**src/rtl/kmst_pkg.sv**
```systemverilog
// ----------------------------------------------------------------------------
// kmst_pkg: shared types and constants of the Kruskal MST engine
// Sizes of the stores, the edge word, the front-to-back command and the
// state encoding of the back end.
// ----------------------------------------------------------------------------
package kmst_pkg;

  localparam int MAX_NODES   = 1024;
  localparam int MAX_EDGES   = 4096;
  localparam int WEIGHT_BITS = 32;

  // Node index (zero based), node count, edge address and fill widths.
  localparam int NODE_W  = $clog2(MAX_NODES);
  localparam int CNT_W   = NODE_W + 1;
  localparam int EADDR_W = $clog2(MAX_EDGES);
  localparam int FILL_W  = EADDR_W + 1;
  localparam int COST_W  = 42;
  localparam int TAKEN_W = 10;

  typedef enum logic [1:0] {
    ST_CONNECTED = 2'd0,
    ST_OPEN      = 2'd1,
    ST_BAD       = 2'd2
  } status_e;

  // One stored edge: zero-based end nodes and the signed weight.
  typedef struct packed {
    logic [NODE_W-1:0]             a;
    logic [NODE_W-1:0]             b;
    logic signed [WEIGHT_BITS-1:0] w;
  } edge_t;

  // Classified item handed from the front end to the back end.
  typedef struct packed {
    logic  store;
    logic  close;
    logic  bad;
    edge_t edge_d;
  } cmd_t;

  // Union-find word: parent pointer and set size.
  typedef struct packed {
    logic [NODE_W-1:0] parent;
    logic [CNT_W-1:0]  size;
  } uf_word_t;

  typedef enum logic [3:0] {
    S_IDLE,
    S_CLEAR,
    S_SRT_BLK,
    S_SRT_RD,
    S_SRT_WR,
    S_EDG_RD,
    S_EDG_CHK,
    S_FND_RD,
    S_FND_CHK,
    S_LINK_A,
    S_LINK_B,
    S_DONE
  } back_state_e;

endpackage

```
**src/rtl/kmst_queue.sv**
```systemverilog
// ----------------------------------------------------------------------------
// kmst_queue: two-entry command queue
// Decouples the classifier from the back end so each side stalls on its own.
// ----------------------------------------------------------------------------
module kmst_queue (
  input  logic           clk_i,
  input  logic           rst_ni,
  input  logic           push_i,
  input  kmst_pkg::cmd_t push_data_i,
  input  logic           pop_i,
  output kmst_pkg::cmd_t pop_data_o,
  output logic           full_o,
  output logic           empty_o
);

  kmst_pkg::cmd_t slot_q [2];
  logic           wr_ptr_q, rd_ptr_q;
  logic [1:0]     cnt_q;

  assign full_o     = cnt_q == 2'd2;
  assign empty_o    = cnt_q == 2'd0;
  assign pop_data_o = slot_q[rd_ptr_q];

  // Payload slots.
  always_ff @(posedge clk_i) begin
    if (push_i) begin
      slot_q[wr_ptr_q] <= push_data_i;
    end
  end

  // Pointers and occupancy.
  always_ff @(posedge clk_i or negedge rst_ni) begin
    if (!rst_ni) begin
      wr_ptr_q <= 1'b0;
      rd_ptr_q <= 1'b0;
      cnt_q    <= 2'd0;
    end else begin
      if (push_i) begin
        wr_ptr_q <= ~wr_ptr_q;
      end
      if (pop_i) begin
        rd_ptr_q <= ~rd_ptr_q;
      end
      if (push_i && !pop_i) begin
        cnt_q <= cnt_q + 2'd1;
      end else if (pop_i && !push_i) begin
        cnt_q <= cnt_q - 2'd1;
      end
    end
  end

endmodule

```
**config.mk**
```make
export PLATFORM = sky130hd
export DESIGN_NAME = kmst_queue
export DESIGN_NICKNAME = d
export VERILOG_FILES = /design/src/rtl/kmst_pkg.sv /design/src/rtl/kmst_queue.sv
export SDC_FILE = /design/constraint.sdc
export NUM_CORES = 1
export LEC_CHECK = 0
export BUFFER_PORTS_ARGS = -buffer_cell sky130_fd_sc_hd__buf_2
export CAP_MARGIN = 15
export CORE_UTILIZATION = 35
export DETAILED_ROUTE_END_ITERATION = 12
export MAX_ROUTING_LAYER = met4
export SYNTH_ARGS = -nofsm -noshare
export SYNTH_HDL_FRONTEND = slang
export SYNTH_SLANG_ARGS = --single-unit
```
**constraint.sdc**
```tcl
create_clock -name clk_i -period 3.7 [get_ports clk_i]
set_clock_uncertainty 0.2 [all_clocks]
set_input_delay 0.555 -clock clk_i [delete_from_list [all_inputs] [get_ports clk_i]]
set_output_delay 0.555 -clock clk_i [all_outputs]
set_load 0.01 [all_outputs]
```
==> results.ini, run 1 <==
[power]
p_total_mw=4.657
leakage_nw=2.267
combPwrFrac_pct=23.6
peakVddDrop_v=0.0005374
clockPowerShare_pct=34.7
p_per_area_nw_per_um2=820.7
swShare_pct=26.85
p_int_mw=3.407
power_switching_mw=1.250
seq_power_share_pct=41.8

[global_route]
gr-total-overflow=0
grt_start_max_net_pins=57
antenna_found_initial=0
grtUsageTotal_pct=12.61
grt_pass1_wl_um=11230
grt_pass1_vias=2161

[critical_path]
worstPathRequired_ns=2.94
r2r_cells=2
rrSetupSlack_ns=1.76
end_kind=output pin
slowest_stage=dfrtp_4
cp_max_fo=56
critPathLaunchType=flip-flop
crit_family=flip-flops
path_class=flip-flop to output pin
path_buf_inv=1
worstPathArrival_ns=2.07
slowest_delay_ns=1.08
r2r_end=slot_q[0][40]
path_cells=mux2_2, buf_2
reg2reg_from=wr_ptr_q

[yosys]
syn_area_sq_um=4320
syn_inst=187
synthTopCellsByArea=edfxtp_1, mux2_4, mux2_2, dfrtp_1, buf_6
syn_avg_cell_area_sq_um=23.10
syn_nets=247
ys_ff_latch=114
synth_warnings=0
synth.distinct_cells=13
synth_seq_area_share_pct=78.77
synth_area_leader_cell=edfxtp_1
netlist.area_leader.share_pct=76.46

[place]
place_hpwl_um=4429
io_buffers=115
globalplace.congestion=0.6207

[worst_hold_path]
hold_class=input port to flip-flop
hp-start=push_data_i[9]
holdPathEnd=slot_q[0][9]
hold_depth=1

[clock_tree]
postCtsSetupBuffers=0
cts_root_buf=clkbuf_16
clk_latency_ns=0.41
cts_tree=done
cts_buffer_depth=2
cts_made_buffers=17
clock-sinks=114
htreeDepth=4
cts.clk_slew.worst_paths_ns=0.06
postCtsHoldBufs=1
cts_resized=0

[sta]
tns_ns=0
finalMaxSlewViolations=0
hold_viol_final=0
worst_pin_slew_ns=0.9991
fin_crit_sh_pct=76.45
final-setup-viol-count=0
relSlewSlack_pct=33.39
fin_crit_ns=2.829
max_freq_mhz=353.5
rsz0062_at_grt=no

[run]
maxCapViolCount=0

[layout]
layout_commonest_cell=buf_2
drive_gt1_share_pct=61.93
area_growth_pct=31.34
diodes=0
finalNetCount=378
mostFrequentLayoutCells=buf_2, edfxtp_1, mux2_4

[drt]
ant_nets=0
vias_per_cell=4.429
vias=2117
first_iter_violations=119
drt_pass1_iterations=4
wirelength_um=7232
post-route-drc-count=0
wl_per_cell_um=15.13

[floorplanning]
die_y_um=113.1
rows=40
die_w_um=113.1
start_util_pct=35.97
dieArea_sq_um=12790
core_sq_um=12010
top_level_ports=116

[outcome]
status=finished clean

how the worst max path moves through the flow:
stage	startpoint	to	slack (ns)	depth (start not counted)
floorplan	push_i	slot_q[0][0]	0.04	1
global placement	rd_ptr_q	pop_data_o[47]	1.29	2
detailed placement	rd_ptr_q	pop_data_o[48]	1.26	2
CTS	rd_ptr_q	pop_data_o[48]	0.81	2
global route	rd_ptr_q	pop_data_o[38]	0.76	2
finish	rd_ptr_q	pop_data_o[48]	0.87	2
area by class of cell:
type / count / area [sq um]
repair buffers: 118 / 625.6
flip-flops and latches: 114 / 3407
clock buffers: 17 / 425.4
clock inverters: 15 / 167.7
fillers: 1069 / 6337
multi-input cells: 66 / 860.8
inverters: 1 / 3.754
well taps: 147 / 183.9
power groups by stage:
stage | Sequential [mW] | Combinational (mW) | Clock (mW)
floorplan | 1.81 | 0.894 | 0
global placement | 1.97 | 1.11 | 0
detailed placement | 1.98 | 1.12 | 0
CTS | 1.96 | 1.12 | 1.66
global route | 1.99 | 1.18 | 1.71
finish | 1.95 | 1.10 | 1.61
layer usage:
metal	vias to the layer above	part of all wire [%]	wire length [um]	GRT usage (%)
met5	-	0	0	-
met4	0	2.4	172	7.105
met3	15	6.7	484	5.945
met2	79	47	3424	18.73
met1	1023	44	3150	13.96
li1	1000	-	-	-
synth_stat cells:
master,count
buf_2,1
xnor2_1,1
xor2_1,4
ha_1,1
edfxtp_1,110
nor2_1,2
mux2_2,15
and2_1,1
mux2_4,40
buf_6,5
inv_1,1
dfrtp_1,4
nor2b_1,2
cell families (layout without fill, tap and decap cells):
family	after synthesis	after routing	synth area share [%]
flops	114	114	78.77
buf+inv	7	151	1.506
simple gates	5	5	0.6083
fa+ha+maj	1	1	0.2896
xor+xnor	5	5	1.014
mux	55	55	17.81
metrics by stage:
step / std cells / utilization, % / worst slack [ns] / instance area [sq um] / hold slack [ns]
6_report: 478 / 47.24 / 0.8713 / 5674 / 0.1257
3_5_place_dp: 445 / 42.22 / 1.262 / 5071 / 0.1663
2_1_floorplan: 187 / - / 0.04045 / 4320 / 0.05941
5_1_grt: 478 / 47.24 / 0.7649 / 5674 / 0.1074
4_1_cts: 478 / 47.24 / 0.8079 / 5674 / 0.1016
3_3_place_gp: 445 / 42.22 / 1.292 / 5071 / 0.1645
registers in the layout, summed over array words and instances (netlist names):
register / count
cnt_q: 2
slot_q: 110
rd_ptr_q: 1
wr_ptr_q: 1
No activity file was read; power rests on OpenSTA's default activity.
==> inputs of run 2 (changes only) <==
--- a/config.mk
+++ b/config.mk
@@ -5,6 +5,7 @@
 export SDC_FILE = /design/constraint.sdc
 export NUM_CORES = 1
 export LEC_CHECK = 0
+export ABC_AREA = 1
 export BUFFER_PORTS_ARGS = -buffer_cell sky130_fd_sc_hd__buf_2
 export CAP_MARGIN = 15
 export CORE_UTILIZATION = 35
==> constraint.sdc (replaced) <==
create_clock -name clk_i -period 2.8 [get_ports clk_i]
set_clock_uncertainty 0.2 [all_clocks]
set_input_delay 0.42 -clock clk_i [delete_from_list [all_inputs] [get_ports clk_i]]
set_output_delay 0.42 -clock clk_i [all_outputs]
set_load 0.01 [all_outputs]
==> results.ini, run 2 <==
[sta]
worst_pin_slew_ns=0.4756  ; -0.5235 ns
finalMaxSlewViolations=0  ; unchanged
max_freq_mhz=431.1
fin_crit_sh_pct=82.84
hold_viol_final=0  ; unchanged
holdWs_ns=0.02317  ; -0.1025 ns
rsz0062_at_grt=no
relSlewSlack_pct=68.29  ; +35 points
final-setup-viol-count=0  ; unchanged
fin_crit_ns=2.320
tns_ns=0  ; unchanged

[critical_path]
slowest_delay_ns=0.42  ; -0.66 ns
end_kind=output pin
path_cells=buf_4, mux2_2, buf_2
worstPathRequired_ns=2.18  ; -0.76 ns
r2r_end=slot_q[1][51]
cp_max_fo=22  ; -61%
slowest_stage=dfrtp_4
rrSetupSlack_ns=1.24  ; -0.52 ns
reg2reg_from=wr_ptr_q
r2r_cells=3  ; +1
worstPathArrival_ns=1.70  ; -0.37 ns
path_class=flip-flop to output pin
critPathLaunchType=flip-flop
startpoint=rd_ptr_q

[drt]
drt_pass1_iterations=4  ; unchanged
vias=2372  ; +12%
post-route-drc-count=0  ; unchanged
first_iter_violations=106  ; -11%
wl_per_cell_um=13.24  ; -12%
vias_per_cell=4.198  ; -5.2%
wirelength_um=7480  ; +3.4%
ant_nets=0  ; unchanged

[floorplanning]
core_sq_um=12060  ; +0.42%
top_level_ports=116  ; unchanged
die_y_um=113.4  ; +0.23%
dieArea_sq_um=12850  ; +0.45%
start_util_pct=35.99  ; about the same
die_w_um=113.4  ; +0.23%
rows=40  ; unchanged

[power]
p_per_area_nw_per_um2=989.8  ; +21%
peakVddDrop_v=0.0005757  ; +7.1%
leakage_nw=2.537  ; +12%

[yosys]
synth_seq_area_share_pct=78.41  ; -0.36 points
syn_area_sq_um=4340  ; +0.46%
syn_avg_cell_area_sq_um=22.14  ; -4.1%
synth_warnings=0  ; unchanged
synth_area_leader_cell=edfxtp_1
synth_edf_count=110  ; unchanged
ys_ff_latch=114  ; unchanged
ys_async_sr_fraction_pct=3.509  ; unchanged
synth.distinct_cells=14  ; +1
syn_nets=256  ; +3.6%
netlist_top_cells_count=edfxtp_1, mux2_4, mux2_2
synthTopCellsByArea=edfxtp_1, mux2_4, mux2_2, dfrtp_1, buf_6
synth_most_common_cell=edfxtp_1
syn_inst=196  ; +4.8%
netlist.area_leader.share_pct=76.10  ; -0.35 points
ys.flop_type=edfxtp_1

[clock_tree]
postCtsHoldBufs=53  ; +52
cts_resized=0  ; unchanged
cts.clk_slew.worst_paths_ns=0.05  ; about the same
htreeDepth=4  ; unchanged
cts_root_buf=clkbuf_16
postCtsSetupBuffers=0  ; unchanged
cts_tree=done
cts_buffer_depth=2  ; unchanged
clk_latency_ns=0.39  ; -0.02 ns
cts_made_buffers=17  ; unchanged
clock-sinks=114  ; unchanged

[layout]
drive_gt1_share_pct=51.13  ; -11 points
mostFrequentLayoutCells=buf_2, edfxtp_1, dlygate4sd3_1
largest_registers=slot_q (110), cnt_q (2)
fillers=1013  ; -5.2%
largest_reg_flops=110  ; unchanged
finalNetCount=444  ; +17%
largest-register=slot_q
regArea_sq_um=3407  ; unchanged
diodes=0  ; unchanged
area_growth_pct=43.96
layout_commonest_cell=buf_2
multiInputGateArea_sq_um=857.1  ; -0.44%

[place]
globalplace.congestion=0.6804  ; +9.6%
io_buffers=115  ; unchanged
place_hpwl_um=4504  ; +1.7%

[outcome]
status=finished clean

[global_route]
grtUsageTotal_pct=13.19  ; +0.58 points
grt_pass1_vias=2548  ; +18%
gr-total-overflow=0  ; unchanged
grt_pass1_wl_um=11960  ; +6.5%
antenna_found_initial=0  ; unchanged
grt_start_max_net_pins=35  ; -39%

[worst_hold_path]
hp-start=push_data_i[30]
hold_class=input port to flip-flop
holdPathEnd=slot_q[0][30]
hold_depth=1  ; unchanged

[run]
maxCapViolCount=0  ; unchanged

[run 2: changes by cell type after synthesis, sizes merged]
| cell | before | now |
|---|---|---|
| nand2 | 0 | 5 |
| nor2b | 2 | 0 |
| nand3 | 0 | 1 |
| inv | 1 | 7 |
| and2 | 1 | 0 |
| nand4 | 0 | 1 |
| xor2 | 4 | 2 |
| nor2 | 2 | 3 |
[run 2: cells by family after synthesis]
kind of cell	Yosys count	synth area share, %
buf+inv	13	2.018
flops	114	78.41
fa+ha+maj	1	0.2882
mux	55	17.73
simple gates	10	0.9513
xor+xnor	3	0.6055
[run 2: how the worst max path moves through the flow]
stage / to / slack [ns] / cells past startpoint
floorplan: slot_q[0][0] / 0.31 / 2
global placement: pop_data_o[43] / 0.89 / 3
detailed placement: pop_data_o[45] / 0.88 / 3
CTS: pop_data_o[45] / 0.44 / 3
global route: pop_data_o[45] / 0.40 / 3
finish: pop_data_o[45] / 0.48 / 3
[run 2: layout make-up]
type	count	share of cell area (%)
repair buffers	175	18.78
clock inverters	7	1.742
flip-flops and latches	114	54.53
multi-input cells	69	13.72
inverters	7	0.4205
clock buffers	25	7.449
well taps	168	3.364
[run 2: metrics by stage]
step	total power, mW	std cells	instance area (sq um)	util, %	setup WS [ns]
after floorplan	3.571	196	4343	-	0.3114
after global placement	4.113	479	5134	42.56	0.8914
after detailed placement	4.124	479	5134	42.56	0.8837
after CTS	6.285	564	6238	51.72	0.4426
after global routing	6.496	565	6248	51.81	0.4007
final	6.185	565	6248	51.81	0.4805
[run 2: critical path, delay by kind of cell (launching register included)]
kind	cells	cell delay (ns)
buffers and inverters	2	0.48
DFF	1	0.42
muxes	1	0.39
[run 2: power breakdown]
group          total (mW)  internal (mW)  leakage [nW]  switching, mW
combinational        1.74          0.897          1.18          0.840
sequential           2.37           2.28          1.08         0.0977
clock                2.07           1.41         0.281          0.663
total                6.18           4.58          2.54           1.60
[run 2: per-layer routing]
metal	share of wire [%]	up-vias	GRT usage, %
met4	2.4	0	7.807
met2	49	86	20.94
met3	5.7	18	5.142
met1	43	1127	13.97
li1	-	1141	-
met5	0	-	-
