$ cat config.mk
export PLATFORM = sky130hd
export DESIGN_NAME = kmst_front
export DESIGN_NICKNAME = d
export VERILOG_FILES = /design/src/rtl/kmst_pkg.sv /design/src/rtl/kmst_front.sv
export SDC_FILE = /design/constraint.sdc
export NUM_CORES = 1
export LEC_CHECK = 0
export BUFFER_PORTS_ARGS = -buffer_cell sky130_fd_sc_hd__buf_4
export CAP_MARGIN = 20
export CORE_MARGIN = 3
export CORE_UTILIZATION = 41
export CTS_BUF_LIST = sky130_fd_sc_hd__clkbuf_4
export CTS_CLUSTER_SIZE = 8
export DETAILED_ROUTE_END_ITERATION = 10
export PLACE_DENSITY_LB_ADDON = 0.05
export REMOVE_ABC_BUFFERS = 1
export SETUP_SLACK_MARGIN = 0.5
export SYNTH_ARGS = -nofsm -noshare
export SYNTH_HDL_FRONTEND = slang
export SYNTH_SLANG_ARGS = --single-unit
$ cat constraint.sdc
create_clock -name clk_i -period 3 [get_ports clk_i]
set_clock_uncertainty 0.2 [all_clocks]
set_input_delay 0.6 -clock clk_i [delete_from_list [all_inputs] [get_ports clk_i]]
set_output_delay 0.6 -clock clk_i [all_outputs]
set_load 0.01 [all_outputs]
$ cat src/rtl/kmst_pkg.sv
// ----------------------------------------------------------------------------
// kmst_pkg: shared types and constants of the Kruskal MST engine
// Sizes of the stores, the edge word, the front-to-back command and the
// state encoding of the back end.
// ----------------------------------------------------------------------------
package kmst_pkg;

  localparam int MAX_NODES   = 1024;
  localparam int MAX_EDGES   = 4096;
  localparam int WEIGHT_BITS = 32;

  // Node index (zero based), node count, edge address and fill widths.
  localparam int NODE_W  = $clog2(MAX_NODES);
  localparam int CNT_W   = NODE_W + 1;
  localparam int EADDR_W = $clog2(MAX_EDGES);
  localparam int FILL_W  = EADDR_W + 1;
  localparam int COST_W  = 42;
  localparam int TAKEN_W = 10;

  typedef enum logic [1:0] {
    ST_CONNECTED = 2'd0,
    ST_OPEN      = 2'd1,
    ST_BAD       = 2'd2
  } status_e;

  // One stored edge: zero-based end nodes and the signed weight.
  typedef struct packed {
    logic [NODE_W-1:0]             a;
    logic [NODE_W-1:0]             b;
    logic signed [WEIGHT_BITS-1:0] w;
  } edge_t;

  // Classified item handed from the front end to the back end.
  typedef struct packed {
    logic  store;
    logic  close;
    logic  bad;
    edge_t edge_d;
  } cmd_t;

  // Union-find word: parent pointer and set size.
  typedef struct packed {
    logic [NODE_W-1:0] parent;
    logic [CNT_W-1:0]  size;
  } uf_word_t;

  typedef enum logic [3:0] {
    S_IDLE,
    S_CLEAR,
    S_SRT_BLK,
    S_SRT_RD,
    S_SRT_WR,
    S_EDG_RD,
    S_EDG_CHK,
    S_FND_RD,
    S_FND_CHK,
    S_LINK_A,
    S_LINK_B,
    S_DONE
  } back_state_e;

endpackage

$ cat src/rtl/kmst_front.sv
// ----------------------------------------------------------------------------
// kmst_front: input classifier
// Checks each incoming beat against the node range and the store capacity
// and turns it into a store, drop or close command for the back end.
// ----------------------------------------------------------------------------
module kmst_front (
  input  logic                    clk_i,
  input  logic                    rst_ni,
  input  logic                    in_valid_i,
  output logic                    in_stall_o,
  input  logic [10:0]             node_a_i,
  input  logic [10:0]             node_b_i,
  input  logic signed [31:0]      edge_weight_i,
  input  logic                    edge_present_i,
  input  logic                    last_edge_i,
  input  logic [kmst_pkg::CNT_W-1:0] node_cnt_i,
  input  logic                    q_full_i,
  output logic                    push_o,
  output kmst_pkg::cmd_t          cmd_o
);

  logic [kmst_pkg::FILL_W-1:0] fill_q, fill_d;
  logic                        range_ok;
  logic                        store_full;
  logic [10:0]                 a_m1, b_m1;

  assign in_stall_o = q_full_i;
  assign push_o     = in_valid_i & ~q_full_i;

  // Range check against the current node count and the store capacity.
  assign range_ok   = (node_a_i != 11'd0) && (node_a_i <= node_cnt_i) &&
                      (node_b_i != 11'd0) && (node_b_i <= node_cnt_i);
  assign store_full = fill_q >= kmst_pkg::FILL_W'(kmst_pkg::MAX_EDGES);
  assign a_m1       = node_a_i - 11'd1;
  assign b_m1       = node_b_i - 11'd1;

  always_comb begin
    cmd_o.store    = edge_present_i & range_ok & ~store_full;
    cmd_o.bad      = edge_present_i & ~(range_ok & ~store_full);
    cmd_o.close    = last_edge_i;
    cmd_o.edge_d.a = a_m1[kmst_pkg::NODE_W-1:0];
    cmd_o.edge_d.b = b_m1[kmst_pkg::NODE_W-1:0];
    cmd_o.edge_d.w = edge_weight_i;
  end

  // Local copy of the store fill, mirrors the back end in command order.
  always_comb begin
    fill_d = fill_q;
    if (push_o) begin
      if (last_edge_i) begin
        fill_d = '0;
      end else if (cmd_o.store) begin
        fill_d = fill_q + kmst_pkg::FILL_W'(1);
      end
    end
  end

  always_ff @(posedge clk_i or negedge rst_ni) begin
    if (!rst_ni) begin
      fill_q <= '0;
    end else begin
      fill_q <= fill_d;
    end
  end

endmodule

==> results.env, run 1 <==
CLOCKBUFFERDEPTH=2
REPORTED_MAX_CAP_VIOLATION_COUNT=0
AREA_SHARE_OF_THE_LARGEST_CELL_TYPE_AFTER_SYNTHESIS_PCT=15.8
CLK_ROOT_BUFFER_CELL='clkbuf_4'
PWR_DENSITY_CELL_nW_PER_UM2=262
SEQUENTIAL_CELL_AREA_SQ_UM=325
DETAIL_ROUTE.DRC_VIOLATIONS=0
TIMING.CRITICAL_PATH.SLOWEST_STAGE_CELL='a221oi_4'
DIE_H_MICRONS=76.8
FINALWIRELENGTH_MICRONS=6860
PIN_COUNT=128
PEAKVDDDROP_mV=0.345
NETLIST.TOP_CELL.BY_AREA='dfrtp_1'
YOSYS_MOST_USED_DFF='dfrtp_1'
LAYOUT-DRIVE-GT1-SHARE_PCT=47.4
ROUTEDWLPERCELL_MICRONS=17.5
STATUS='finished, violations left'
TOTALNEGATIVESETUPSLACK_NS=-0.0719
REG_TOP3='fill_q: 13 flops'
PATH_CLASS='in2out'
NUMCLOCKSINKS=13
FF2FF_PATH_DEPTH=7
CELLLEAKAGEPOWER_nW=1.43
ANTENNA_DIODE_COUNT=0
SLEW-LIMIT-HEADROOM_PCT=75.8
WORST_HOLD_STARTPOINT='fill_q[10]'
VIA_COUNT=2133
FINALWORSTPATHREQUIREDPERIOD_NS=3.05
SETUP_VIOL=2
GRT.OVERFLOW.TOTAL=0
POST-DP-HPWL_MICRONS=5200
MAX_FREQ_MHz=327
YS_ASYNC_SR_FRACTION_PCT=100
CLOCK_TREE.HTREE_LEVEL_COUNT=1
LAYOUT_COMMON_CELLS='buf_4, inv_1, nor2_1, ha_1, dfrtp_1'
MIN_PATH_CELLS=2
GRT_FIRST_PASS_WIRELENGTH_MICRONS=10600
OVERALL_DIE_AREA_SQ_UM=5900
POST_SYNTH_MAIN_AREA_CONTRIBUTORS='dfrtp_1, ha_1, buf_4'
CTS_INSERTED_BUFFERS=3
CP-START-KIND='input pin'
POSTSYNTHAREAPERCELL_SQ_UM=7.91
PATH_CLK_SLEW_NS=0.09
FINISH.UTILIZATION_PCT=63.5
VIAS_IN_THE_FIRST_GLOBAL_ROUTE=2068
LARGEST_REGISTER_FFS=13
CLK_LATENCY_NS=0.28
GRT_MAX_DEGREE=24
CRITICAL_PATH.ENDPOINT_TYPE='output pin'
ROUTED_VIAS_INST=5.44
ANTENNA_LEFT=0
WORST_R2R_ENDPOINT='fill_q[8]'
SYNTH_ENABLE_FLOP_CELLS=0
WORSTREG2REGSTART='fill_q[0]'
SYNTHTOLAYOUTAREAGROWTH_PCT=47.7
POST_DP_CELL_AREA_SQ_UM=2560
GP_CONGESTION=0.914
FINAL.SETUP.WORST_SLACK_NS=-0.0540
FLOORPLAN.ROWS=25
WORSTPATHARRIVAL_NS=2.25
CRITICAL_PATH.CELL_CHAIN='buf_4, ha_4, nand4_1, buf_4, nor2_1, nand4_1, a221oi_4, and2_4, buf_6'
DPL_WORST_SLACK_NS=-0.225
TIMING_HOLD_VIOLATIONS_FINAL=0
SYNTHDISTINCTLIBCELLS=49
VIOLATIONS='setup timing'
MIN_DELAY_WORST_ENDPOINT='fill_q[10]'
DETAILEDROUTE.FIRSTITERATIONVIOLATIONS=81
NETLIST_AREA_SQ_UM=2060
FINAL_NETS=423
CPPEAKSTAGEDELAY_NS=0.38
SYNTH_SEQ_CELLS=13
CP_MAX_FO=3
MULTI_INPUT_AREA_SQ_UM=1620
FLOORPLAN.CORE_AREA_SQ_UM=4790
FILLCELL_TOTAL=438
CRITPATHREQUIREDTIME_NS=2.20
SLEW_LIMIT_FAILS=0
YS_SEQ_AREA_SHARE_PCT=15.8
FINAL_AREA_SQ_UM=3040
TIMING.FINAL.CRIT_SHARE_PCT=102
GRT_ANTENNA_BEFORE_REPAIR=0
TRITONCTS='yes'
REGTOREGSETUPSLACK_NS=0.90
YOSYS_WARNINGS=0
TRACK_USAGE_PCT=22.3
WORSTHOLDPATHTYPE='reg2reg'
TOTAL_POWER_mW=0.795
DETAILED_ROUTING_ITERATIONS_PASS_1=4
IO_BUFFER_COUNT=63
SYN-INSTANCE-COUNT=260
LARGEST-REGISTER='fill_q'
DIE-WIDTH_MICRONS=76.8
RSZ_0062_RAISED_AFTER_GLOBAL_ROUTING='true'
MAX_SLEW.WORST_PIN.SLEW_NS=0.358
INITIAL_CORE_UTIL_PCT=43.0
MOST_COMMON_CELL_AFTER_LAYOUT_FILL_AND_TAPS_ASIDE='buf_4'
[stage by stage]
step,hold WS [ns],std cells
2_1_floorplan,0.104,218
3_3_place_gp,0.263,380
3_5_place_dp,0.261,380
4_1_cts,0.351,388
5_1_grt,0.370,392
6_report,0.334,392
[power breakdown]
part           switching [mW]  internal (mW)
clock network          0.0664         0.0495
registers              0.0256          0.200
logic                   0.209          0.244
[routing by layer]
metal / vias up / wire length (microns) / global-route usage, %
li1: 1048 / - / -
met3: 6 / 795 / 10.9
met1: 982 / 3030 / 28.3
met5: - / 0 / 5.45
met4: 0 / 77 / 4.35
met2: 97 / 2960 / 33.7
[worst max path at each step]
stage	start	endpoint	slack [ns]
after detailed placement	node_cnt_i[6]	cmd_o[54]	-0.22
after CTS	node_cnt_i[8]	cmd_o[54]	-0.07
after floorplan	node_cnt_i[6]	cmd_o[54]	-0.48
final	node_a_i[6]	cmd_o[54]	-0.05
after global placement	node_cnt_i[6]	cmd_o[54]	-0.17
after global routing	node_cnt_i[6]	cmd_o[54]	-0.12
[area by class of cell]
| cell class | instances | share of cell area, % |
|---|---|---|
| clock buffers | 3 | 0.741 |
| flip-flops and latches | 13 | 10.7 |
| repair buffers | 103 | 28.5 |
| well taps | 67 | 2.76 |
| clock inverters | 1 | 0.165 |
| inverters | 27 | 3.83 |
| multi-input cells | 178 | 53.3 |
[worst max-delay path, delay by kind of cell]
kind | cells | cell delay, ns
simple gates | 4 | 0.62
compound gates | 1 | 0.38
fa+ha+maj | 1 | 0.27
buf+inv | 3 | 0.37
[logic make-up (layout without fill, tap and decap cells)]
| kind of cell | after synthesis | after routing | share of synthesized area, % |
|---|---|---|---|
| xor gates and xnor gates | 16 | 16 | 6.81 |
| buffers and inverters | 69 | 134 | 19.4 |
| AOI/OAI and AO/OA | 47 | 47 | 17.5 |
| and+or+nand+nor | 89 | 89 | 24.6 |
| adders and majority gates | 26 | 26 | 15.8 |
| DFF | 13 | 13 | 15.8 |
[what timing repair did]
item	CTS	global route
hold buffers	1	0
gates cloned	0	1
endpoints found under the setup margin	20	22
endpoints found under the hold margin	13	0
pin swaps	17	16
buffers inserted	3	3
gates resized for setup	55	17
[cell usage after synthesis, types with 5 or more instances]
master    count
dfrtp_1      13
and3_1       10
a21oi_1      11
buf_4        35
nor3_1       14
xor2_1       11
a211oi_1      5
nor2_1       15
clkbuf_1      5
nand4_1      12
inv_1        26
xnor2_1       5
nand2_1      13
ha_1         26
Note: power is estimated with default switching activity, not from simulation.
==> inputs of run 2 (changes only) <==
--- a/config.mk
+++ b/config.mk
@@ -5,6 +5,7 @@
 export SDC_FILE = /design/constraint.sdc
 export NUM_CORES = 1
 export LEC_CHECK = 0
+export ABC_AREA = 1
 export BUFFER_PORTS_ARGS = -buffer_cell sky130_fd_sc_hd__buf_4
 export CAP_MARGIN = 20
 export CORE_MARGIN = 3
@@ -13,7 +14,6 @@
 export CTS_CLUSTER_SIZE = 8
 export DETAILED_ROUTE_END_ITERATION = 10
 export PLACE_DENSITY_LB_ADDON = 0.05
-export REMOVE_ABC_BUFFERS = 1
 export SETUP_SLACK_MARGIN = 0.5
 export SYNTH_ARGS = -nofsm -noshare
 export SYNTH_HDL_FRONTEND = slang
==> run 2 against run 1 <==
  * Combinational power down 24%
  * Via count down 2.1%
  * Sequential power down 12%
  * Highest routed layer unchanged
  * Count of clock-buffer cells in the layout up 1
  * Power down 16%
  * The flow now finishes without violations
  * Critical path depth up 6
  * Largest cell class unchanged
  * Largest power group unchanged
  * Non-clock buffer count down 34
==> results.env, run 2 <==
WORSTPATHARRIVAL_NS=1.89  # -0.36 ns
ANTENNA_LEFT=0  # unchanged
FLOORPLAN.ROWS=25  # unchanged
YOSYS_WARNINGS=0  # unchanged
VIA_COUNT=2088  # -2.1%
ANTENNA_DIODE_COUNT=0  # unchanged
DETAILEDROUTE.FIRSTITERATIONVIOLATIONS=66  # -19%
MAX_FREQ_MHz=372  # +14%
NUMCLOCKSINKS=13  # unchanged
CP_MAX_FO=2  # -1
CRITICAL_PATH.CELL_CHAIN='buf_6, inv_4, ha_4, nand2_2, inv_2, nand2_4, nor2_4, nand3_2, nand2_2, nand3_2, a21oi_2, nand2_1, nand2_1, inv_2, buf_6'
P_INT_mW=0.408  # -17%
TRITONCTS='yes'
SYN-INSTANCE-COUNT=332  # +28%
POST-DP-HPWL_MICRONS=4510  # -13%
ROUTED_VIAS_INST=4.80  # -12%
DETAIL_ROUTE.DRC_VIOLATIONS=0  # unchanged
CP-START-KIND='input pin'
FF2FF_PATH_DEPTH=11  # +4
SLEW_LIMIT_FAILS=0  # unchanged
NETLIST.TOP_CELL.BY_AREA='dfrtp_1'
LAYOUT-DRIVE-GT1-SHARE_PCT=41.0  # -6.4 points
PATH_CLK_SLEW_NS=0.09  # about the same
CLOCK_POWER_SHARE_PCT=18.9  # +4.3 points
SYNTH_FP_NETS=429
TRACK_USAGE_PCT=19.2  # -3.1 points
SLEW-LIMIT-HEADROOM_PCT=79.7  # +3.9 points
REG_TOP3='fill_q: 13 flops'
VIAS_IN_THE_FIRST_GLOBAL_ROUTE=1952  # -5.6%
LARGEST-REGISTER='fill_q'
CTS_INSERTED_BUFFERS=3  # unchanged
PATH_CLASS='in2out'
SYNTH_ENABLE_FLOP_CELLS=0  # unchanged
LAYOUT_COMMON_CELLS='nand2_1, buf_4, inv_1'
INITIAL_CORE_UTIL_PCT=43.9  # +0.89 points
SYNTHMOSTINSTANTIATEDCELL='nand2_1'
POWER_DISSIPATED_BY_SWITCHING_NET_LOADS_mW=0.258  # -14%
YS_SEQ_AREA_SHARE_PCT=15.2  # -0.62 points
CLOCK_TREE.HTREE_LEVEL_COUNT=1  # unchanged
FINAL_NETS=466  # +10%
P_SW_SHARE_PCT=38.7  # +0.79 points
PIN_COUNT=128  # unchanged
FILLCELL_TOTAL=494  # +13%
WORST_HOLD_STARTPOINT='fill_q[11]'
CLOCKBUFFERDEPTH=2  # unchanged
REGTOREGSETUPSLACK_NS=1.07  # +0.17 ns
SEQUENTIALPOWERSHARE_PCT=29.6  # +1.2 points
WORSTREG2REGSTART='fill_q[0]'
AREA_SHARE_OF_THE_LARGEST_CELL_TYPE_AFTER_SYNTHESIS_PCT=15.2  # -0.62 points
RSZ_0062_RAISED_AFTER_GLOBAL_ROUTING='true'
COMBPWRFRAC_PCT=51.5  # -5.6 points
WORST_R2R_ENDPOINT='fill_q[12]'
SYNTHTOLAYOUTAREAGROWTH_PCT=34.4
MIN_DELAY_WORST_ENDPOINT='fill_q[11]'
OVERALL_DIE_AREA_SQ_UM=6120  # +3.8%
REPORTED_MAX_CAP_VIOLATION_COUNT=0  # unchanged
MAX_SLEW.WORST_PIN.SLEW_NS=0.303  # -0.0558 ns
DIE-WIDTH_MICRONS=78.3  # +1.9%
WORSTHOLDPATHTYPE='reg2reg'
GP_CONGESTION=0.797  # -13%
DETAILED_ROUTING_ITERATIONS_PASS_1=4  # unchanged
IO_BUFFER_COUNT=63  # unchanged
FINAL_CELLS=435  # +11%
CRITICAL_PATH.ENDPOINT_TYPE='output pin'
POSTSYNTHAREAPERCELL_SQ_UM=6.45  # -18%
TOTALNEGATIVESETUPSLACK_NS=0  # +0.0719 ns
PWR_DENSITY_CELL_nW_PER_UM2=231  # -12%
STATUS='completed'
MIN_PATH_CELLS=2  # unchanged
GRT_ANTENNA_BEFORE_REPAIR=0  # unchanged
FINALWIRELENGTH_MICRONS=5850  # -15%
SYNTH_SEQ_CELLS=13  # unchanged
MOST_COMMON_CELL_AFTER_LAYOUT_FILL_AND_TAPS_ASIDE='nand2_1'
CRITPATHREQUIREDTIME_NS=2.20  # about the same
GRT_FIRST_PASS_WIRELENGTH_MICRONS=9510  # -10%
ROUTEDWLPERCELL_MICRONS=13.4  # -23%
CLK_LATENCY_NS=0.28  # about the same
DIE_H_MICRONS=78.3  # +1.9%
TIMING.CRITICAL_PATH.SLOWEST_STAGE_CELL='ha_4'
FINALWORSTPATHREQUIREDPERIOD_NS=2.69  # -0.364 ns
NETLIST_AREA_SQ_UM=2140  # +4.1%
PEAKVDDDROP_mV=0.165  # -52%
LARGEST_REGISTER_FFS=13  # unchanged
YOSYS_MOST_USED_DFF='dfrtp_1'
FLOORPLAN.CORE_AREA_SQ_UM=4880  # +2.0%
GRT_MAX_DEGREE=15  # -38%
YS_ASYNC_SR_FRACTION_PCT=100  # unchanged
SETUP_VIOL=0  # -2
TOTAL_POWER_mW=0.666  # -16%
CLK_ROOT_BUFFER_CELL='clkbuf_4'
TIMING_HOLD_VIOLATIONS_FINAL=0  # unchanged
GRT.OVERFLOW.TOTAL=0  # unchanged
TIMING.FINAL.CRIT_SHARE_PCT=89.7  # -12 points
SYNTHDISTINCTLIBCELLS=32  # -35%
CPPEAKSTAGEDELAY_NS=0.26  # -0.12 ns
SYNTH_COMMON_CELLS='nand2_1, inv_1, buf_4'
PLACED_CELLS_INCL_TAPS=427  # +12%
CELLLEAKAGEPOWER_nW=1.45  # +1.6%
POST_SYNTH_MAIN_AREA_CONTRIBUTORS='dfrtp_1, ha_1, nand2_1'
[run 2: layout make-up]
cell class                      count  area (sq um)  share of cell area, %
Sequential cell                    13           325                   11.3
Clock buffer                        4          30.0                   1.04
Inverter                           52           218                   7.57
Tap cell                           67          83.8                   2.91
Timing Repair Buffer               69           577                   20.0
Multi-Input combinational cell    230          1640                   57.1
[run 2: power by group through the flow]
stage               Sequential (mW)  Clock (mW)  Combinational [mW]
CTS                           0.198       0.129               0.308
detailed placement            0.201           0               0.269
global placement              0.201           0               0.266
finish                        0.197       0.126               0.343
global route                  0.200       0.140               0.387
floorplan                     0.198           0               0.193
[run 2: logic make-up (layout without fill, tap and decap cells)]
kind of cell / Yosys count / after routing / share of synthesized area [%]
compound gates: 26 / 26 / 6.43
simple gates: 165 / 165 / 35.5
fa+ha+maj: 26 / 26 / 15.2
buf+inv: 89 / 125 / 22.3
flops: 13 / 13 / 15.2
xor+xnor: 13 / 13 / 5.32
[run 2: repair_timing]
action                     4_1_cts  5_1_grt
gates resized for setup         49       46
setup buffers                    2        1
hold endpoints to repair        13        0
hold buffers                     1        0
pin swaps                       15       21
setup endpoints to repair        5        8
[run 2: layer usage]
layer,GRT usage [%],part of all wire (%)
met5,0,0
met4,4.02,1.3
met3,3.21,5.6
met2,30.5,45
met1,27.4,48
[run 2: worst max-delay path: cells and delay by family]
family / cells / cell delay (ns)
AND/OR/NAND/NOR: 8 / 0.61
buffers and inverters: 5 / 0.32
adder cells (fa/ha/maj): 1 / 0.26
AO/OA/AOI/OAI: 1 / 0.10
[run 2: worst max path at each step]
stage	startpoint	to	depth (start not counted)
after floorplan	node_cnt_i[10]	cmd_o[52]	13
after global placement	node_cnt_i[8]	cmd_o[52]	15
after detailed placement	node_cnt_i[10]	cmd_o[52]	15
after CTS	node_cnt_i[6]	cmd_o[52]	15
after global routing	node_cnt_i[8]	cmd_o[52]	15
final	node_cnt_i[8]	cmd_o[52]	15
[run 2: through the flow]
step / setup WS, ns / hold slack [ns] / utilization [%] / cell area, sq um
floorplan: 0.540 / 0.104 / - / 2140
global placement: 0.126 / 0.255 / 49.8 / 2430
detailed placement: 0.146 / 0.260 / 49.8 / 2430
CTS: 0.300 / 0.284 / 55.3 / 2700
global route: 0.219 / 0.360 / 59.0 / 2880
finish: 0.310 / 0.289 / 59.0 / 2880
==> inputs of run 3 (changes only) <==
--- a/config.mk
+++ b/config.mk
@@ -5,7 +5,7 @@
 export SDC_FILE = /design/constraint.sdc
 export NUM_CORES = 1
 export LEC_CHECK = 0
-export ABC_AREA = 1
+export ABC_AREA = 0
 export BUFFER_PORTS_ARGS = -buffer_cell sky130_fd_sc_hd__buf_4
 export CAP_MARGIN = 20
 export CORE_MARGIN = 3
==> run 3 against run 2 <==
  * The flow now finishes with violations (setup timing)
  * Flip-flop and latch count did not move
  * Combinational power grew 51%
  * Die area is 3.6% lower
  * Utilization grew 11 points
  * Via count is 5.4% higher
  * Cell count down 6.9%
  * Count of clock-buffer cells in the layout unchanged
  * Sequential share of layout area down 1.6 points
  * Worst setup slack got worse by 0.42 ns
  * Sequential power up 15%
  * Hold slack improved by 0.058 ns
==> results.env, run 3 (synthesis results as in run 1) <==
MAX_SLEW.WORST_PIN.SLEW_NS=0.342  # +0.0391 ns
POST_DP_CELL_AREA_SQ_UM=2780  # +14%
RSZ_0062_RAISED_AFTER_GLOBAL_ROUTING='true'
SEQUENTIALPOWERSHARE_PCT=26.1  # -3.5 points
ROUTEDWLPERCELL_MICRONS=15.9  # +18%
ANTENNA_DIODE_COUNT=0  # unchanged
TRITONCTS='yes'
CLOCKBUFFERDEPTH=2  # unchanged
PATH_CLASS='in2out'
FINALWIRELENGTH_MICRONS=6420  # +9.8%
DETAILED_ROUTING_ITERATIONS_PASS_1=4  # unchanged
MOST_COMMON_CELL_AFTER_LAYOUT_FILL_AND_TAPS_ASIDE='buf_4'
DETAIL_ROUTE.DRC_VIOLATIONS=0  # unchanged
VIOLATIONS='setup timing'
CP-STARTPOINT='node_cnt_i[5]'
CLOCK_POWER_SHARE_PCT=14.7  # -4.2 points
WORSTREG2REGSTART='fill_q[1]'
CPPEAKSTAGEDELAY_NS=0.35  # +0.09 ns
WORSTSETUPENDPOINT='cmd_o[54]'
CTS_INSERTED_BUFFERS=3  # unchanged
GRT_ANTENNA_BEFORE_REPAIR=0  # unchanged
TIMING.CRITICAL_PATH.SLOWEST_STAGE_CELL='a211o_1'
NUMCLOCKSINKS=13  # unchanged
CRITICAL_PATH.ENDPOINT_TYPE='output pin'
CLOCK_TREE.HTREE_LEVEL_COUNT=1  # unchanged
CP-START-KIND='input pin'
VIAS_IN_THE_FIRST_GLOBAL_ROUTE=2061  # +5.6%
VIA_COUNT=2201  # +5.4%
ROUTED_VIAS_INST=5.43  # +13%
COMBPWRFRAC_PCT=59.3  # +7.8 points
PEAKVDDDROP_mV=0.194  # +17%
CRITPATHREQUIREDTIME_NS=2.20  # about the same
CP_MAX_FO=3  # +1
SLEW-LIMIT-HEADROOM_PCT=77.0  # -2.7 points
LAYOUT-DRIVE-GT1-SHARE_PCT=54.1  # +13 points
GRT.OVERFLOW.TOTAL=0  # unchanged
TRACK_USAGE_PCT=20.0  # +0.79 points
IO_BUFFER_COUNT=63  # unchanged
DIE-WIDTH_MICRONS=76.8  # -1.8%
FLOORPLAN.ROWS=25  # unchanged
DETAILEDROUTE.FIRSTITERATIONVIOLATIONS=162  # +150%
CLK_LATENCY_NS=0.29  # about the same
POST-DP-HPWL_MICRONS=4610  # +2.2%
LARGEST_REGISTER_FFS=13  # unchanged
TIMING_HOLD_VIOLATIONS_FINAL=0  # unchanged
SYNTH_FP_NETS=357  # -17%
PIN_COUNT=128  # unchanged
REGTOREGSETUPSLACK_NS=0.87  # -0.20 ns
FINALWORSTPATHREQUIREDPERIOD_NS=3.11  # +0.417 ns
FINAL_NETS=436  # -6.4%
CRIT_FAMILY='compound AO/OA/AOI/OAI gates'
WORST_R2R_ENDPOINT='fill_q[11]'
P_INT_mW=0.540  # +32%
CRITICAL_PATH.CELL_CHAIN='buf_4, inv_2, ha_4, a41oi_2, o21ai_2, a211o_1, a221oi_4, and2_4, buf_6'
WORSTPATHARRIVAL_NS=2.31  # +0.42 ns
MAX_FREQ_MHz=322  # -13%
FINAL.SETUP.WORST_SLACK_NS=-0.107  # -0.417 ns
LARGEST-REGISTER='fill_q'
WORSTHOLDPATHTYPE='reg2reg'
ANTENNA_LEFT=0  # unchanged
SYNTHTOLAYOUTAREAGROWTH_PCT=62.7
LAYOUT_COMMON_CELLS='buf_4, buf_6, inv_1'
GRT_FIRST_PASS_WIRELENGTH_MICRONS=9950  # +4.6%
CELLLEAKAGEPOWER_nW=1.52  # +4.9%
GP_CONGESTION=0.773  # -3.0%
P_SW_SHARE_PCT=38.1  # -0.55 points
TIMING.FINAL.CRIT_SHARE_PCT=104  # +14 points
SETUP_VIOL=2  # +2
POWER_DISSIPATED_BY_SWITCHING_NET_LOADS_mW=0.333  # +29%
REG_TOP3='fill_q: 13 flops'
CLK_ROOT_BUFFER_CELL='clkbuf_4'
OVERALL_DIE_AREA_SQ_UM=5900  # -3.6%
GRT_MAX_DEGREE=24  # +9
FF2FF_PATH_DEPTH=6  # -5
REPORTED_MAX_CAP_VIOLATION_COUNT=0  # unchanged
FINISH.UTILIZATION_PCT=69.9  # +11 points
CRITPATHBUFINV=3  # -2
DIE_H_MICRONS=76.8  # -1.8%
INITIAL_CORE_UTIL_PCT=43.0  # -0.89 points
STATUS='finished, violations left'
FINAL_AREA_SQ_UM=3350  # +16%
PATH_CLK_SLEW_NS=0.09  # about the same
PWR_DENSITY_CELL_nW_PER_UM2=261  # +13%
CP.DEPTH=9  # -6
FLOORPLAN.CORE_AREA_SQ_UM=4790  # -1.9%
SLEW_LIMIT_FAILS=0  # unchanged
-- run 3: cell types whose count changed in the layout (fill, tap and decap cells not counted), moves of 11 or more --
cell     delta
nand2_1    -58
buf_4      +32
inv_1      -17
nand3_1    -14
nand2_2    -11
nor2_1     -11
-- run 3: per-stage QoR --
step	setup WS [ns]	TNS, ns	hold slack, ns	std cells	power (mW)
finish	-0.107	-0.212	0.347	405	0.873
global route	-0.195	-0.377	0.374	405	0.932
CTS	-0.101	-0.192	0.350	396	0.805
detailed placement	-0.203	-0.662	0.262	385	0.623
global placement	-0.166	-0.479	0.262	385	0.613
floorplan	0.0669	0	0.104	260	0.480
-- run 3: area by class of cell --
| class | instances | area [sq um] |
|---|---|---|
| fillers | 377 | 1440 |
| inverters | 27 | 134 |
| clock buffers | 4 | 30.0 |
| well taps | 67 | 83.8 |
| multi-input cells | 178 | 1750 |
| repair buffers | 116 | 1020 |
| flip-flops and latches | 13 | 325 |
-- run 3: power groups by stage --
stage / combinational [mW] / sequential, mW / clock (mW)
2_1_floorplan: 0.258 / 0.223 / 0
3_3_place_gp: 0.384 / 0.230 / 0
3_5_place_dp: 0.394 / 0.229 / 0
4_1_cts: 0.448 / 0.226 / 0.131
5_1_grt: 0.561 / 0.232 / 0.139
6_report: 0.517 / 0.227 / 0.128
-- run 3: tightest hold or removal path, stage by stage (launching register included) --
cell and delay, ns:
dfrtp_1 0.36, a31oi_1 0.04, a21oi_1 0.10
-- run 3: worst min-delay path by stage --
stage | from | end | slack (ns) | cells past startpoint
finish | fill_q[12] | fill_q[12] | 0.35 | 2
global route | fill_q[12] | fill_q[12] | 0.37 | 2
CTS | fill_q[12] | fill_q[12] | 0.35 | 2
detailed placement | rst_ni | fill_q[2] | 0.26 | 1
global placement | rst_ni | fill_q[3] | 0.26 | 1
floorplan | rst_ni | fill_q[0] | 0.10 | 0
-- run 3: metal layers --
| metal | share of wire (%) | wire [microns] | up-vias | track usage (%) |
|---|---|---|---|---|
| met5 | 0 | 0 | - | 0 |
| met4 | 1.2 | 78 | 0 | 4.53 |
| met3 | 6.5 | 417 | 19 | 4.23 |
| met2 | 47 | 3040 | 73 | 30.5 |
| met1 | 45 | 2890 | 1036 | 28.8 |
| li1 | - | - | 1073 | - |
-- run 3: repair_timing --
item	in CTS	in global routing
setup endpoints to repair	20	22
hold buffers	1	0
resized for setup	50	31
hold endpoints to repair	13	0
cloned	0	1
setup buffers	6	8
pin swaps	23	24
